$ cat config.mk
export PLATFORM = sky130hd
export DESIGN_NAME = bu2_queue
export DESIGN_NICKNAME = d
export VERILOG_FILES = /design/src/design/bu2_pkg.sv /design/src/design/bu2_queue.sv
export SDC_FILE = /design/constraint.sdc
export NUM_CORES = 1
export LEC_CHECK = 0
export BUFFER_PORTS_ARGS = -buffer_cell sky130_fd_sc_hd__buf_2
export CAP_MARGIN = 20
export CORE_MARGIN = 5
export CORE_UTILIZATION = 53
export DETAILED_ROUTE_END_ITERATION = 7
export PLACE_DENSITY = 0.74
export SKIP_CTS_REPAIR_TIMING = 1
export SYNTH_ARGS = -nofsm -noshare
export SYNTH_HDL_FRONTEND = slang
export SYNTH_SLANG_ARGS = --single-unit
$ cat constraint.sdc
create_clock -name i_clk -period 4.4 [get_ports i_clk]
set_input_delay 0.44 -clock i_clk [delete_from_list [all_inputs] [get_ports i_clk]]
set_output_delay 0.44 -clock i_clk [all_outputs]
set_load 0.02 [all_outputs]
$ cat src/design/bu2_pkg.sv
// Shared types and constants of the bilinear 2x upscaler.
// Depends on nothing; every other file of the block but bu2_ram refers to it by scoped names.
package bu2_pkg;

    localparam int PIX_W       = 16;
    localparam int COORD_W     = 13;
    localparam int ROW_W       = 12;
    localparam int CFG_IDX_W   = 1;
    localparam int CFG_DATA_W  = 13;
    localparam int QUEUE_DEPTH = 4;
    localparam int QPTR_W      = 2;
    localparam int QCNT_W      = 3;
    localparam int MAX_HEIGHT  = 4096;

    localparam logic [CFG_IDX_W-1:0]  CFG_SRC_WIDTH  = 1'b0;
    localparam logic [CFG_IDX_W-1:0]  CFG_SRC_HEIGHT = 1'b1;
    localparam logic [CFG_DATA_W-1:0] RST_SRC_WIDTH  = 13'd640;
    localparam logic [CFG_DATA_W-1:0] RST_SRC_HEIGHT = 13'd480;

    // Output 2x2 blocks an item can release, in emission order.
    typedef enum logic [1:0] {
        BLK_MAIN,
        BLK_RIGHT,
        BLK_BOTTOM,
        BLK_CORNER
    } t_blk;

    // Position inside one 2x2 block; bit 0 is the right column, bit 1 the lower row.
    typedef enum logic [1:0] {
        Q_TL,
        Q_TR,
        Q_BL,
        Q_BR
    } t_quad;

    typedef struct packed {
        logic                  we;
        logic [CFG_IDX_W-1:0]  idx;
        logic [CFG_DATA_W-1:0] data;
    } t_cfg_wr;

    // One classified item: its neighborhood, doubled coordinates and enabled blocks.
    typedef struct packed {
        logic [PIX_W-1:0]   ul;
        logic [PIX_W-1:0]   up;
        logic [PIX_W-1:0]   lf;
        logic [PIX_W-1:0]   cur;
        logic [COORD_W-1:0] rr;
        logic [COORD_W-1:0] cc;
        logic [3:0]         blk_en;
    } t_job;

endpackage

$ cat src/design/bu2_queue.sv
// Short job queue between the front end and the emitter of the upscaler.
// Depends on bu2_pkg for the job type and depth.
module bu2_queue (
    input  logic                       i_clk,
    input  logic                       i_rst_n,
    input  logic                       i_push,
    input  bu2_pkg::t_job              i_job,
    input  logic                       i_pop,
    output logic                       o_valid,
    output bu2_pkg::t_job              o_job,
    output logic [bu2_pkg::QCNT_W-1:0] o_count
);

    bu2_pkg::t_job                 r_slot [bu2_pkg::QUEUE_DEPTH];
    logic [bu2_pkg::QPTR_W-1:0]    r_wr_ptr;
    logic [bu2_pkg::QPTR_W-1:0]    r_rd_ptr;
    logic [bu2_pkg::QCNT_W-1:0]    r_count;

    always_ff @(posedge i_clk) begin
        if (!i_rst_n) begin
            r_wr_ptr <= '0;
            r_rd_ptr <= '0;
            r_count  <= '0;
        end else begin
            if (i_push) begin
                r_wr_ptr <= r_wr_ptr + 1'b1;
            end
            if (i_pop) begin
                r_rd_ptr <= r_rd_ptr + 1'b1;
            end
            if (i_push && !i_pop) begin
                r_count <= r_count + 1'b1;
            end else if (i_pop && !i_push) begin
                r_count <= r_count - 1'b1;
            end
        end
    end

    always_ff @(posedge i_clk) begin
        if (i_push) begin
            r_slot[r_wr_ptr] <= i_job;
        end
    end

    assign o_valid = (r_count != '0);
    assign o_job   = r_slot[r_rd_ptr];
    assign o_count = r_count;

endmodule

==> metrics.yaml, run 1 <==
outcome: "finished clean"
finalNonFillerCells: 1121
grt_busiest_layer: "met2"
detail_route.first_pass.iterations: 6
placed_cell_area_mm2: 0.0154
clk_pin_slew_ns: 0.06
period_share_pct: 70.7
power.density_mw_per_mm2: 495
hold_class: "input pin to register"
syn_avg_cell_area_um2: 26.4
synth_cell_type_count: 20
viasPerCell: 5.58
drc: 0
fin_crit_ns: 3.11
hpwl_mm: 15.8
rsz0062_at_grt: "false"
fin_skew_ns: 0.00623
netlist_area_mm2: 0.0141
fin_tns_setup_ns: 0
ir_worst_vdd_mv: 0.361
die_w_um: 173
slew_violations: 0
antenna_found_initial: 4
mostFrequentLayoutCell: "edfxtp_1"
relSlewSlack_pct: 43.5
cpMaxStageDelayCell: "dfxtp_4"
insertion_delay_ns: 0.50
grt_max_degree: 50
syn_inst: 533
overflow: 0
cts_buffer_depth: 3
layout_setup_ws_ns: 1.29
reg2reg_to: "r_slot[1][66]"
criticalPathCategory: "register to output port"
cts_sinks: 385
critPathMaxFanout: 40
start_util_pct: 53.8
dp.cells: 1054
endpoint_kind: "output port"
yosysWarnings: 0
grtUsageTotal_pct: 16.9
grt_util_met3_pct: 4.85
core-area_mm2: 0.0261
drive_above_1_share_pct: 45.5
ys_seq_area_share_pct: 81.5
place.port_buffers: 195
setup_violations: 0
wl_mm: 25.4
via_count: 6257
timing.final.hold_violations: 0
boundaryPins: 196
htreeDepth: 2
grt_pass1_wl_mm: 39.3
max_freq_ghz: 0.321
slowest_delay_ns: 0.89
cp_cell_sequence: "buf_4, mux4_2, buf_2"
most-common-layout-cells: "edfxtp_1 (376), buf_2 (195), mux4_2 (94)"
drt_iter0_markers: 462
pre_cts_slack_ns: 1.71
met1_usage_pct: 23.2
rr_worst_depth: 3
ant_nets: 0
path_buf_inv: 2
cp.depth: 3
root_buffer: "clkbuf_16"
cp_top_family: "flip-flops"
synthesis.nets: 637
utilization_pct: 63.4
place.gp.congestion: 0.714
fin_nets: 863
ys_ff_latch: 385
critPathLaunchType: "register"
cts_tree: "yes"
regToRegSetupSlack_ns: 2.32
antenna_cells: 0
met2_usage_pct: 27.7
grt_pass1_vias: 6808
tightest_slew_ns: 0.848
leakage_nw: 5.60
cts_made_buffers: 38
die-area_mm2: 0.0299
worstPathRequired_ns: 3.96
stdcell_area_mm2: 0.0166
avgRoutedWirePerCell_um: 22.7
syn_to_final_growth_pct: 17.8
n_fill_cell: 1755
fp.dieH_um: 173
critical_path_arrival_ns: 2.67
cp-endpoint: "o_job[25]"
worst_r2r_startpoint: "r_wr_ptr[0]"
maxCapViolCount: 0
row_count: 59
[area by class of cell]
| cell class | count | area, um2 | share of cell area, % |
|---|---|---|---|
| flip-flops and latches | 385 | 11500 | 69.3 |
| well taps | 335 | 419 | 2.53 |
| clock buffers | 54 | 1090 | 6.61 |
| clock inverters | 13 | 111 | 0.672 |
| repair buffers | 207 | 1080 | 6.51 |
| multi-input cells | 123 | 2370 | 14.3 |
| inverters | 4 | 15.0 | 0.0906 |
[layer usage]
layer / vias to the layer above / share of wire, %
met5: - / 0.17
met4: 8 / 1.3
met3: 37 / 7.7
met2: 253 / 50
met1: 3218 / 41
li1: 2741 / -
[where the power goes]
part           total (W)  switching, W  internal (W)  leakage (nW)
Sequential       0.00429     0.0000805       0.00421          3.53
Clock            0.00308       0.00123       0.00185         0.588
Combinational   0.000833      0.000485      0.000348          1.49
[worst min path at each step]
stage                      from            end  cells past startpoint
CTS                   i_job[62]  r_slot[3][62]                      1
global placement     o_count[2]     o_count[2]                      2
floorplan           r_wr_ptr[1]    r_wr_ptr[1]                      2
detailed placement   o_count[2]     o_count[2]                      2
global route          i_job[81]  r_slot[0][81]                      1
finish                i_job[81]  r_slot[3][81]                      1
[cell usage after synthesis, drive strengths merged]
| cell | count | share of area [%] |
|---|---|---|
| a21boi | 1 | 0.053 |
| and2 | 9 | 0.40 |
| buf | 21 | 1.6 |
| dfxtp | 9 | 1.3 |
| edfxtp | 376 | 80 |
| fa | 1 | 0.14 |
| ha | 5 | 0.44 |
| inv | 4 | 0.11 |
| mux2i | 2 | 0.14 |
| mux4 | 94 | 15 |
| nand2 | 1 | 0.027 |
| nor2b | 2 | 0.089 |
| o21ai | 1 | 0.036 |
| or3 | 2 | 0.089 |
| xnor2 | 2 | 0.12 |
| xor2 | 3 | 0.19 |
[state kept, by name, summed over array words and instances, names as in the netlist, named ones only]
name / count
o_count: 3
r_rd_ptr: 2
r_slot: 376
r_wr_ptr: 2
[per-stage QoR]
stage	hold slack, ns	total power [W]
after global placement	0.482	0.00519
after detailed placement	0.516	0.00522
final	0.150	0.00820
after CTS	0.126	0.00830
after global routing	0.126	0.00853
after floorplan	0.528	0.00493
[logic make-up (layout without fill, tap and decap cells)]
logic type / Yosys count / count (layout) / synth area share, %
xor gates and xnor gates: 5 / 5 / 0.311
DFF: 385 / 385 / 81.5
adders and majority gates: 6 / 6 / 0.587
and+or+nand+nor: 14 / 14 / 0.605
buffers and inverters: 25 / 278 / 1.67
AOI/OAI and AO/OA: 2 / 2 / 0.0889
muxes: 96 / 96 / 15.2
(Power assumes the default switching activity.)
==> run 2: changes to the inputs <==
==> constraint.sdc (replaced) <==
create_clock -name i_clk -period 3 [get_ports i_clk]
set_input_delay 0.3 -clock i_clk [delete_from_list [all_inputs] [get_ports i_clk]]
set_output_delay 0.3 -clock i_clk [all_outputs]
set_load 0.02 [all_outputs]
==> metrics.yaml, run 2 (synthesis gave the netlist of run 1 again) <==
wl_mm: 26.5
htreeDepth: 2
antenna_found_initial: 3
relSlewSlack_pct: 56.5
row_count: 59
fin_crit_ns: 2.40
stdcell_area_mm2: 0.0170
slowest_delay_ns: 0.56
timing.final.hold_violations: 0
power_frac_seq_pct: 50.4
leakage_nw: 5.77
slew_violations: 0
fp.dieH_um: 173
fin_skew_ns: 0.0202
grt_pass1_wl_mm: 40.4
overflow: 0
cts_tree: "yes"
period_share_pct: 80.0
syn_to_final_growth_pct: 20.6
die_w_um: 173
comb_power_share_pct: 10.6
tightest_slew_ns: 0.652
grt_max_degree: 61
intPower_w: 0.00970
mostFrequentLayoutCell: "edfxtp_1"
critical_path_arrival_ns: 2.10
p_clk_share_pct: 38.9
outcome: "finished clean"
most-common-layout-cells: "edfxtp_1 (376), buf_2 (195), mux4_2 (94)"
avgRoutedWirePerCell_um: 23.1
cts_sinks: 385
max_freq_ghz: 0.417
power.density_mw_per_mm2: 731
insertion_delay_ns: 0.51
rsz0062_at_grt: "false"
hpwl_mm: 16.6
via_count: 6460
place.gp.congestion: 0.734
placed_cell_area_mm2: 0.0155
start_util_pct: 53.8
cp_cell_sequence: "buf_4, mux4_2, buf_2"
viasPerCell: 5.62
hold_class: "input pin to register"
place.port_buffers: 195
grt_pass1_vias: 6936
largest_reg_flops: 376
ant_nets: 0
critPathLaunchType: "register"
endpoint_kind: "output port"
core-area_mm2: 0.0261
cts_buffer_depth: 3
drt_iter0_markers: 579
cts_made_buffers: 39
maxCapViolCount: 0
grtUsageTotal_pct: 17.4
detail_route.first_pass.iterations: 4
fin_tns_setup_ns: 0
drive_above_1_share_pct: 45.2
setup_violations: 0
worstPathRequired_ns: 2.70
critPathMaxFanout: 19
die-area_mm2: 0.0299
clk_pin_slew_ns: 0.06
criticalPathCategory: "register to output port"
drc: 0
boundaryPins: 196
cpMaxStageDelayCell: "mux4_2"
ir_worst_vdd_mv: 0.694
switchingPower_w: 0.00270
root_buffer: "clkbuf_16"
regMostFlops: "r_slot"
fin_nets: 888
switching_share_pct: 21.8
regToRegSetupSlack_ns: 1.10
-- run 2: layout make-up --
type / count / area, um2
Fill cell: 1690 / 9170
Timing Repair Buffer: 231 / 1370
Antenna cell: 1 / 2.50
Clock inverter: 19 / 223
Clock buffer: 52 / 1090
Tap cell: 335 / 419
Sequential cell: 385 / 11500
Inverter: 4 / 15.0
Multi-Input combinational cell: 123 / 2370
-- run 2: routing by layer --
| metal | vias to the layer above | track usage (%) | wire [um] |
|---|---|---|---|
| li1 | 2796 | - | - |
| met3 | 36 | 4.76 | 2110 |
| met4 | 4 | 3.89 | 382 |
| met2 | 267 | 28.7 | 13400 |
| met1 | 3357 | 23.6 | 10700 |
| met5 | - | 0 | 14 |
-- run 2: worst max-delay path, delay by kind of cell, from the launching register on --
kind,cells,cell delay (ns)
DFF,1,0.46
muxes,1,0.56
buffers and inverters,2,0.57
-- run 2: worst paths after layout --
kind / startpoint / endpoint / depth (start not counted)
worst max-delay path: register / o_job[13] / 3
worst min-delay path: i_job[21] / r_slot[2][21] / 1
worst max register to register: r_wr_ptr[1] / r_slot[0][56] / 4
worst min register to register: o_count[2] / o_count[2] / 2
-- run 2: power by group through the flow --
stage | clock network, W | logic (W) | registers [W]
CTS | 0.00493 | 0.00132 | 0.00626
detailed placement | 0 | 0.00132 | 0.00637
finish | 0.00483 | 0.00132 | 0.00626
global route | 0.00516 | 0.00141 | 0.00627
floorplan | 0 | 0.000866 | 0.00635
global placement | 0 | 0.00129 | 0.00635
-- run 2: per-stage QoR --
| step | setup WS [ns] | utilization, % | std cells | total power [W] | hold slack (ns) |
|---|---|---|---|---|---|
| 3_3_place_gp | 1.10 | 59.2 | 1060 | 0.00763 | 0.481 |
| 6_report | 0.601 | 64.9 | 1150 | 0.0124 | 0.0112 |
| 4_1_cts | 0.540 | 64.2 | 1131 | 0.0125 | -0.0242 |
| 3_5_place_dp | 1.07 | 59.2 | 1060 | 0.00769 | 0.517 |
| 5_1_grt | 0.457 | 64.9 | 1150 | 0.0128 | -0.000369 |
| 2_1_floorplan | 0.857 | - | 533 | 0.00722 | 0.399 |
