--- src/design/bu2_pkg.sv ---
// Shared types and constants of the bilinear 2x upscaler.
// Depends on nothing; every other file of the block but bu2_ram refers to it by scoped names.
package bu2_pkg;

    localparam int PIX_W       = 16;
    localparam int COORD_W     = 13;
    localparam int ROW_W       = 12;
    localparam int CFG_IDX_W   = 1;
    localparam int CFG_DATA_W  = 13;
    localparam int QUEUE_DEPTH = 4;
    localparam int QPTR_W      = 2;
    localparam int QCNT_W      = 3;
    localparam int MAX_HEIGHT  = 4096;

    localparam logic [CFG_IDX_W-1:0]  CFG_SRC_WIDTH  = 1'b0;
    localparam logic [CFG_IDX_W-1:0]  CFG_SRC_HEIGHT = 1'b1;
    localparam logic [CFG_DATA_W-1:0] RST_SRC_WIDTH  = 13'd640;
    localparam logic [CFG_DATA_W-1:0] RST_SRC_HEIGHT = 13'd480;

    // Output 2x2 blocks an item can release, in emission order.
    typedef enum logic [1:0] {
        BLK_MAIN,
        BLK_RIGHT,
        BLK_BOTTOM,
        BLK_CORNER
    } t_blk;

    // Position inside one 2x2 block; bit 0 is the right column, bit 1 the lower row.
    typedef enum logic [1:0] {
        Q_TL,
        Q_TR,
        Q_BL,
        Q_BR
    } t_quad;

    typedef struct packed {
        logic                  we;
        logic [CFG_IDX_W-1:0]  idx;
        logic [CFG_DATA_W-1:0] data;
    } t_cfg_wr;

    // One classified item: its neighborhood, doubled coordinates and enabled blocks.
    typedef struct packed {
        logic [PIX_W-1:0]   ul;
        logic [PIX_W-1:0]   up;
        logic [PIX_W-1:0]   lf;
        logic [PIX_W-1:0]   cur;
        logic [COORD_W-1:0] rr;
        logic [COORD_W-1:0] cc;
        logic [3:0]         blk_en;
    } t_job;

endpackage

--- src/design/bu2_back.sv ---
// Emitter of the upscaler: walks the enabled 2x2 blocks of one job, one output
// pixel per cycle unless stalled, into a registered output stage. Depends on bu2_pkg.
module bu2_back (
    input  logic                        i_clk,
    input  logic                        i_rst_n,
    input  logic                        i_q_valid,
    input  bu2_pkg::t_job               i_q_job,
    output logic                        o_pop,
    input  logic                        i_m_tready,
    output logic                        o_m_tvalid,
    output logic [bu2_pkg::PIX_W-1:0]   o_value,
    output logic [bu2_pkg::COORD_W-1:0] o_row,
    output logic [bu2_pkg::COORD_W-1:0] o_col,
    output logic                        o_last,
    output logic                        o_frame_end
);

    // Returns {found, index} of the lowest enabled block at or above start.
    function automatic logic [2:0] find_blk(input logic [3:0] en, input logic [2:0] start);
        logic [2:0] res;
        res = '0;
        for (int i = 3; i >= 0; i--) begin
            if (en[i] && (3'(i) >= start)) begin
                res = {1'b1, 2'(i)};
            end
        end
        return res;
    endfunction

    logic                        r_busy;
    logic                        r_m_valid;
    bu2_pkg::t_job               r_job;
    bu2_pkg::t_blk               r_blk;
    bu2_pkg::t_quad              r_pix;
    logic [bu2_pkg::PIX_W-1:0]   r_value;
    logic [bu2_pkg::COORD_W-1:0] r_row;
    logic [bu2_pkg::COORD_W-1:0] r_col;
    logic                        r_last;
    logic                        r_frame_end;

    logic                        out_load;
    logic                        emit;
    logic                        take;
    logic                        is_last;
    logic [2:0]                  nxt;
    logic [2:0]                  first;
    logic [bu2_pkg::PIX_W:0]     s_ulup;
    logic [bu2_pkg::PIX_W:0]     s_ullf;
    logic [bu2_pkg::PIX_W:0]     s_upcur;
    logic [bu2_pkg::PIX_W:0]     s_lfcur;
    logic [bu2_pkg::PIX_W+1:0]   s_all;
    logic [bu2_pkg::PIX_W-1:0]   val;
    logic [bu2_pkg::COORD_W-1:0] base_row;
    logic [bu2_pkg::COORD_W-1:0] base_col;

    assign out_load = !r_m_valid || i_m_tready;
    assign emit     = r_busy && out_load;
    assign nxt      = find_blk(r_job.blk_en, 3'(r_blk) + 3'd1);
    assign first    = find_blk(i_q_job.blk_en, 3'd0);
    assign is_last  = !nxt[2] && (r_pix == bu2_pkg::Q_BR);
    assign take     = i_q_valid && (!r_busy || (emit && is_last));
    assign o_pop    = take;

    always_comb begin
        s_ulup  = {1'b0, r_job.ul} + {1'b0, r_job.up};
        s_ullf  = {1'b0, r_job.ul} + {1'b0, r_job.lf};
        s_upcur = {1'b0, r_job.up} + {1'b0, r_job.cur};
        s_lfcur = {1'b0, r_job.lf} + {1'b0, r_job.cur};
        s_all   = {1'b0, s_ulup} + {2'b0, r_job.lf} + {2'b0, r_job.cur};
        val     = '0;
        case (r_blk)
            bu2_pkg::BLK_MAIN: begin
                case (r_pix)
                    bu2_pkg::Q_TL: val = r_job.ul;
                    bu2_pkg::Q_TR: val = s_ulup[bu2_pkg::PIX_W:1];
                    bu2_pkg::Q_BL: val = s_ullf[bu2_pkg::PIX_W:1];
                    bu2_pkg::Q_BR: val = s_all[bu2_pkg::PIX_W+1:2];
                    default:       val = '0;
                endcase
            end
            bu2_pkg::BLK_RIGHT: begin
                case (r_pix)
                    bu2_pkg::Q_TL: val = r_job.up;
                    bu2_pkg::Q_BL: val = s_upcur[bu2_pkg::PIX_W:1];
                    default:       val = '0;
                endcase
            end
            bu2_pkg::BLK_BOTTOM: begin
                case (r_pix)
                    bu2_pkg::Q_TL: val = r_job.lf;
                    bu2_pkg::Q_TR: val = s_lfcur[bu2_pkg::PIX_W:1];
                    default:       val = '0;
                endcase
            end
            bu2_pkg::BLK_CORNER: begin
                val = (r_pix == bu2_pkg::Q_TL) ? r_job.cur : '0;
            end
            default: begin
                val = '0;
            end
        endcase
        // Blocks of the row above sit two output rows up; left blocks two columns left.
        base_row = ((r_blk == bu2_pkg::BLK_MAIN) || (r_blk == bu2_pkg::BLK_RIGHT))
                   ? r_job.rr - 13'd2 : r_job.rr;
        base_col = ((r_blk == bu2_pkg::BLK_MAIN) || (r_blk == bu2_pkg::BLK_BOTTOM))
                   ? r_job.cc - 13'd2 : r_job.cc;
    end

    always_ff @(posedge i_clk) begin
        if (!i_rst_n) begin
            r_busy    <= 1'b0;
            r_m_valid <= 1'b0;
        end else begin
            if (out_load) begin
                r_m_valid <= emit;
            end
            if (take) begin
                r_busy <= first[2];
            end else if (emit && is_last) begin
                r_busy <= 1'b0;
            end
        end
    end

    always_ff @(posedge i_clk) begin
        if (take) begin
            r_job <= i_q_job;
            r_blk <= bu2_pkg::t_blk'(first[1:0]);
            r_pix <= bu2_pkg::Q_TL;
        end else if (emit) begin
            if (r_pix == bu2_pkg::Q_BR) begin
                r_blk <= bu2_pkg::t_blk'(nxt[1:0]);
                r_pix <= bu2_pkg::Q_TL;
            end else begin
                r_pix <= bu2_pkg::t_quad'(r_pix + 2'd1);
            end
        end
        if (emit) begin
            r_value     <= val;
            r_row       <= base_row + {12'b0, r_pix[1]};
            r_col       <= base_col + {12'b0, r_pix[0]};
            r_last      <= is_last;
            r_frame_end <= is_last && r_job.blk_en[bu2_pkg::BLK_CORNER];
        end
    end

    assign o_m_tvalid  = r_m_valid;
    assign o_value     = r_value;
    assign o_row       = r_row;
    assign o_col       = r_col;
    assign o_last      = r_last;
    assign o_frame_end = r_frame_end;

endmodule

--- config.mk ---
export PLATFORM = sky130hd
export DESIGN_NAME = bu2_back
export DESIGN_NICKNAME = d
export VERILOG_FILES = /design/src/design/bu2_pkg.sv /design/src/design/bu2_back.sv
export SDC_FILE = /design/constraint.sdc
export NUM_CORES = 1
export LEC_CHECK = 0
export BUFFER_PORTS_ARGS = -buffer_cell sky130_fd_sc_hd__buf_2
export CAP_MARGIN = 5
export CORE_MARGIN = 4
export CORE_UTILIZATION = 44
export CTS_BUF_LIST = sky130_fd_sc_hd__clkbuf_8
export DETAILED_ROUTE_END_ITERATION = 10
export GPL_TIMING_DRIVEN = 0
export PLACE_DENSITY = 0.66
export SLEW_MARGIN = 20
export SYNTH_ARGS = -nofsm -noshare
export SYNTH_HDL_FRONTEND = slang
export SYNTH_SLANG_ARGS = --single-unit
export TNS_END_PERCENT = 20
--- constraint.sdc ---
create_clock -name i_clk -period 4.4 [get_ports i_clk]
set_input_delay 0.88 -clock i_clk [delete_from_list [all_inputs] [get_ports i_clk]]
set_output_delay 0.88 -clock i_clk [all_outputs]
set_load 0.02 [all_outputs]
==> qor.txt <==
status - finished clean
Reg power frac - 35.1%
row count - 57
Crit Path Category - register to register
vias in the first global route - 9362
Area Growth Syn to Fin - 17.8%
clock insertion delay at the later pin of the skew report - 0.48 ns
r2r startpoint - r_job[63]
crit path max-delay cell type - edfxtp_1
top cells by area, synth - edfxtp_1, ha_1, xnor2_1, o21ai_0, a21oi_1
Critical Path RT - 4.56 ns
DRT antenna net count - 0
worst vdd ir - 0.000302 V
first-pass GRT wire length - 50000 µm
largest net degree at the start of global routing - 52
syn avg cell area - 9.90 µm²
Initial Utilization - 45.1%
nets - 1501
Worst R2R End - o_value[11]
layout cell share with drive strength beyond 1 - 20.2%
Final Hold Viols - 0
I/O Buffers - 143
Reg clk slew, reported paths - 0.08 ns
Tot GR Track Use - 22.7%
RSZ-0062 raised after global routing - yes
Int Power - 3.03 mW
combinational share of power - 42.5%
Seq/Total Area, Yosys - 38.5%
Critical Path Max Stage Delay - 0.49 ns
Syn Std Cell Area - 11100 µm²
maximum clock frequency - 232 MHz
Die Y - 167 µm
Placer Congestion - 1.01
CORE AREA - 24500 µm²
Hold EP - o_m_tvalid
Arr. time, crit path - 4.47 ns
cell count of the worst hold path - 1
GR Overflow Total - 0
PwrDens - 379 nW/µm²
DR WL/cell - 19.9 µm
total die area - 27700 µm²
Max Slew Vio Count - 0
fillcell total - 2266
Leak - 4.99 nW
H-tree depth - 4
total CTS buffers - 17
Cells after Synth - 1117
count leader, synth - edfxtp_1
Setup TNS Final - 0 ns
FF+latch count, synth - 143
Clock Power Share - 22.4%
Hold WS - 0.492 ns
DRC Markers - 0
final core utilization - 53.1%
Root Buffer - clkbuf_8
Distinct cells, synth - 81
TritonCTS clock tree - done
area leader, netlist - edfxtp_1
Ys Warns - 0
min-delay worst type - register to register
Num Clock Sinks - 143
sw frac - 38.5%
ys async rst share - 0%
clk buf depth - 2
Final Skew - 0.0292 ns
final setup fails - 0
worst slew pin tran - 1.00 ns
sw power - 1.90 mW
syn_nets - 1322
R2R setup slack - 0.09 ns
final WL - 32500 µm
worst reg2reg path depth - 15
CP endpoint kind - register
Tot Pwr - 4.93 mW
Max-cap violations - 0
hold_buf cts - 0
iteration count of the initial detailed-routing pass - 7
critical path, cell by cell - buf_4 > fa_2 > a211oi_4 > o21ai_2 > a21oi_1 > xnor2_1 > fa_1 > ha_1 > a21o_1 > a21oi_1 > o21ai_1 > a21o_1 > mux2i_1 > a2bb2oi_2 > o2111ai_2
initial antenna violation count - 0
Tmin final - 4.31 ns
vias - 9664
Hold Startpoint - r_busy
Post-synth top cells - edfxtp_1, ha_1, o21ai_0
EDFF count, synth - 139
critical path launch point type - register
Synth Flop Type - edfxtp_1
First DRT Iteration DRCs - 745
Tcrit/Tclk final - 98.0%
antenna fix cells - 0
I/O pin total - 144
CP Max Fanout - 5
Slew HR - 33.0%
chip width - 167 µm
top cell type's share of synthesized area - 37.7%
via/cell ratio - 5.92
Post-DP HPWL - 24800 µm
## worst max-delay path by stage
stage / end / slack (ns) / cells after the start / startpoint
after global placement: o_pop / -1.74 / 9 / r_blk[1]
after detailed placement: o_value[13] / -0.39 / 15 / r_job[78]
after floorplan: o_pop / 0.11 / 8 / r_blk[1]
final: o_value[11] / 0.09 / 15 / r_job[63]
after global routing: o_value[12] / -0.06 / 15 / r_job[63]
after CTS: o_value[14] / 0.007 / 17 / r_job[70]
## cells by family (layout without fill, tap and decap cells)
family	count (synthesis)	in the layout	share of synthesized area, %
flip-flops	143	143	38.5
AO/OA/AOI/OAI	351	351	20.9
XOR/XNOR	90	90	7.20
adder cells (fa/ha/maj)	107	107	13.5
AND/OR/NAND/NOR	324	324	14.9
buffers and inverters	79	271	2.77
multiplexers	23	23	2.26
## area by class of cell
class,instances,area (µm²),area share [%]
plain buffers,38,154,1.18
clock buffers,17,234,1.80
clock inverters,15,169,1.30
inverters,39,160,1.23
multi-input cells,895,6760,51.9
flip-flops and latches,143,4250,32.7
well taps,324,405,3.11
repair buffers,162,891,6.84
## repair_timing
action	CTS	global route
gates resized for setup	19	39
buffers inserted	12	5
endpoints found under the setup margin	9	9
pin swaps	4	15
## routing by layer
metal  up-vias  global-route usage, %  part of all wire (%)
met5         -                      0                     0
met4         0                   7.40                   2.8
met3        55                   3.60                   7.5
met2       407                   37.2                    45
met1      4563                   30.9                    44
li1       4639                      -                     -
## cells in the final DEF (no fill, tap or decap), types with 5 or more instances in the layout
cell / netlist / layout
a22oi_1: 7 / 7
o31ai_1: 13 / 13
inv_1: 38 / 37
o21a_1: 13 / 13
a31oi_1: 12 / 12
clkbuf_8: 0 / 17
xnor2_1: 63 / 61
nand2b_1: 13 / 13
nor2_1: 75 / 75
and2_1: 10 / 9
ha_4: 0 / 8
edfxtp_1: 139 / 139
nand3_1: 37 / 37
o21ai_1: 0 / 7
fa_1: 20 / 18
nor3b_1: 6 / 6
a211oi_1: 24 / 19
mux2_2: 6 / 6
o21bai_1: 11 / 11
a21oi_1: 81 / 78
mux2i_1: 16 / 16
ha_1: 87 / 76
nand2_1: 77 / 77
and3_1: 8 / 8
nand3b_1: 6 / 6
nor2b_1: 9 / 9
clkbuf_1: 33 / 30
o211ai_1: 11 / 11
a221oi_1: 12 / 9
or3_1: 15 / 15
a21o_1: 21 / 21
xor2_1: 26 / 25
nor4_1: 5 / 5
o21ai_0: 87 / 76
buf_2: 2 / 145
nor3_1: 35 / 34
buf_4: 0 / 17
## power groups by stage
stage / logic (mW) / registers, mW / clock network (mW)
2_1_floorplan: 1.34 / 1.78 / 0
3_3_place_gp: 1.88 / 1.77 / 0
3_5_place_dp: 1.91 / 1.76 / 0
4_1_cts: 1.95 / 1.73 / 1.14
5_1_grt: 2.28 / 1.74 / 1.20
6_report: 2.10 / 1.73 / 1.11
## metrics by stage
stage	setup slack (ns)	std cells	instance area, µm²
6_report	0.0901	1633	13000
5_1_grt	-0.0601	1633	13000
4_1_cts	0.00654	1629	12800
3_5_place_dp	-0.392	1586	12200
3_3_place_gp	-1.74	1584	12200
2_1_floorplan	0.111	1117	11100
## worst max-delay path, delay by kind of cell (launching register included)
family,cells,cell delay [ns]
buffers and inverters,1,0.22
AOI/OAI and AO/OA,9,1.66
muxes,1,0.20
adders and majority gates,3,1.25
DFF,1,0.49
xor gates and xnor gates,1,0.19
## flip-flops by register name, indices dropped and copies added (netlist names)
name / cells
o_col: 13
o_frame_end: 1
o_last: 1
o_m_tvalid: 1
o_row: 13
o_value: 16
r_blk: 2
r_busy: 1
r_job: 93
r_pix: 2
Note: power is estimated with default switching activity, not from simulation.
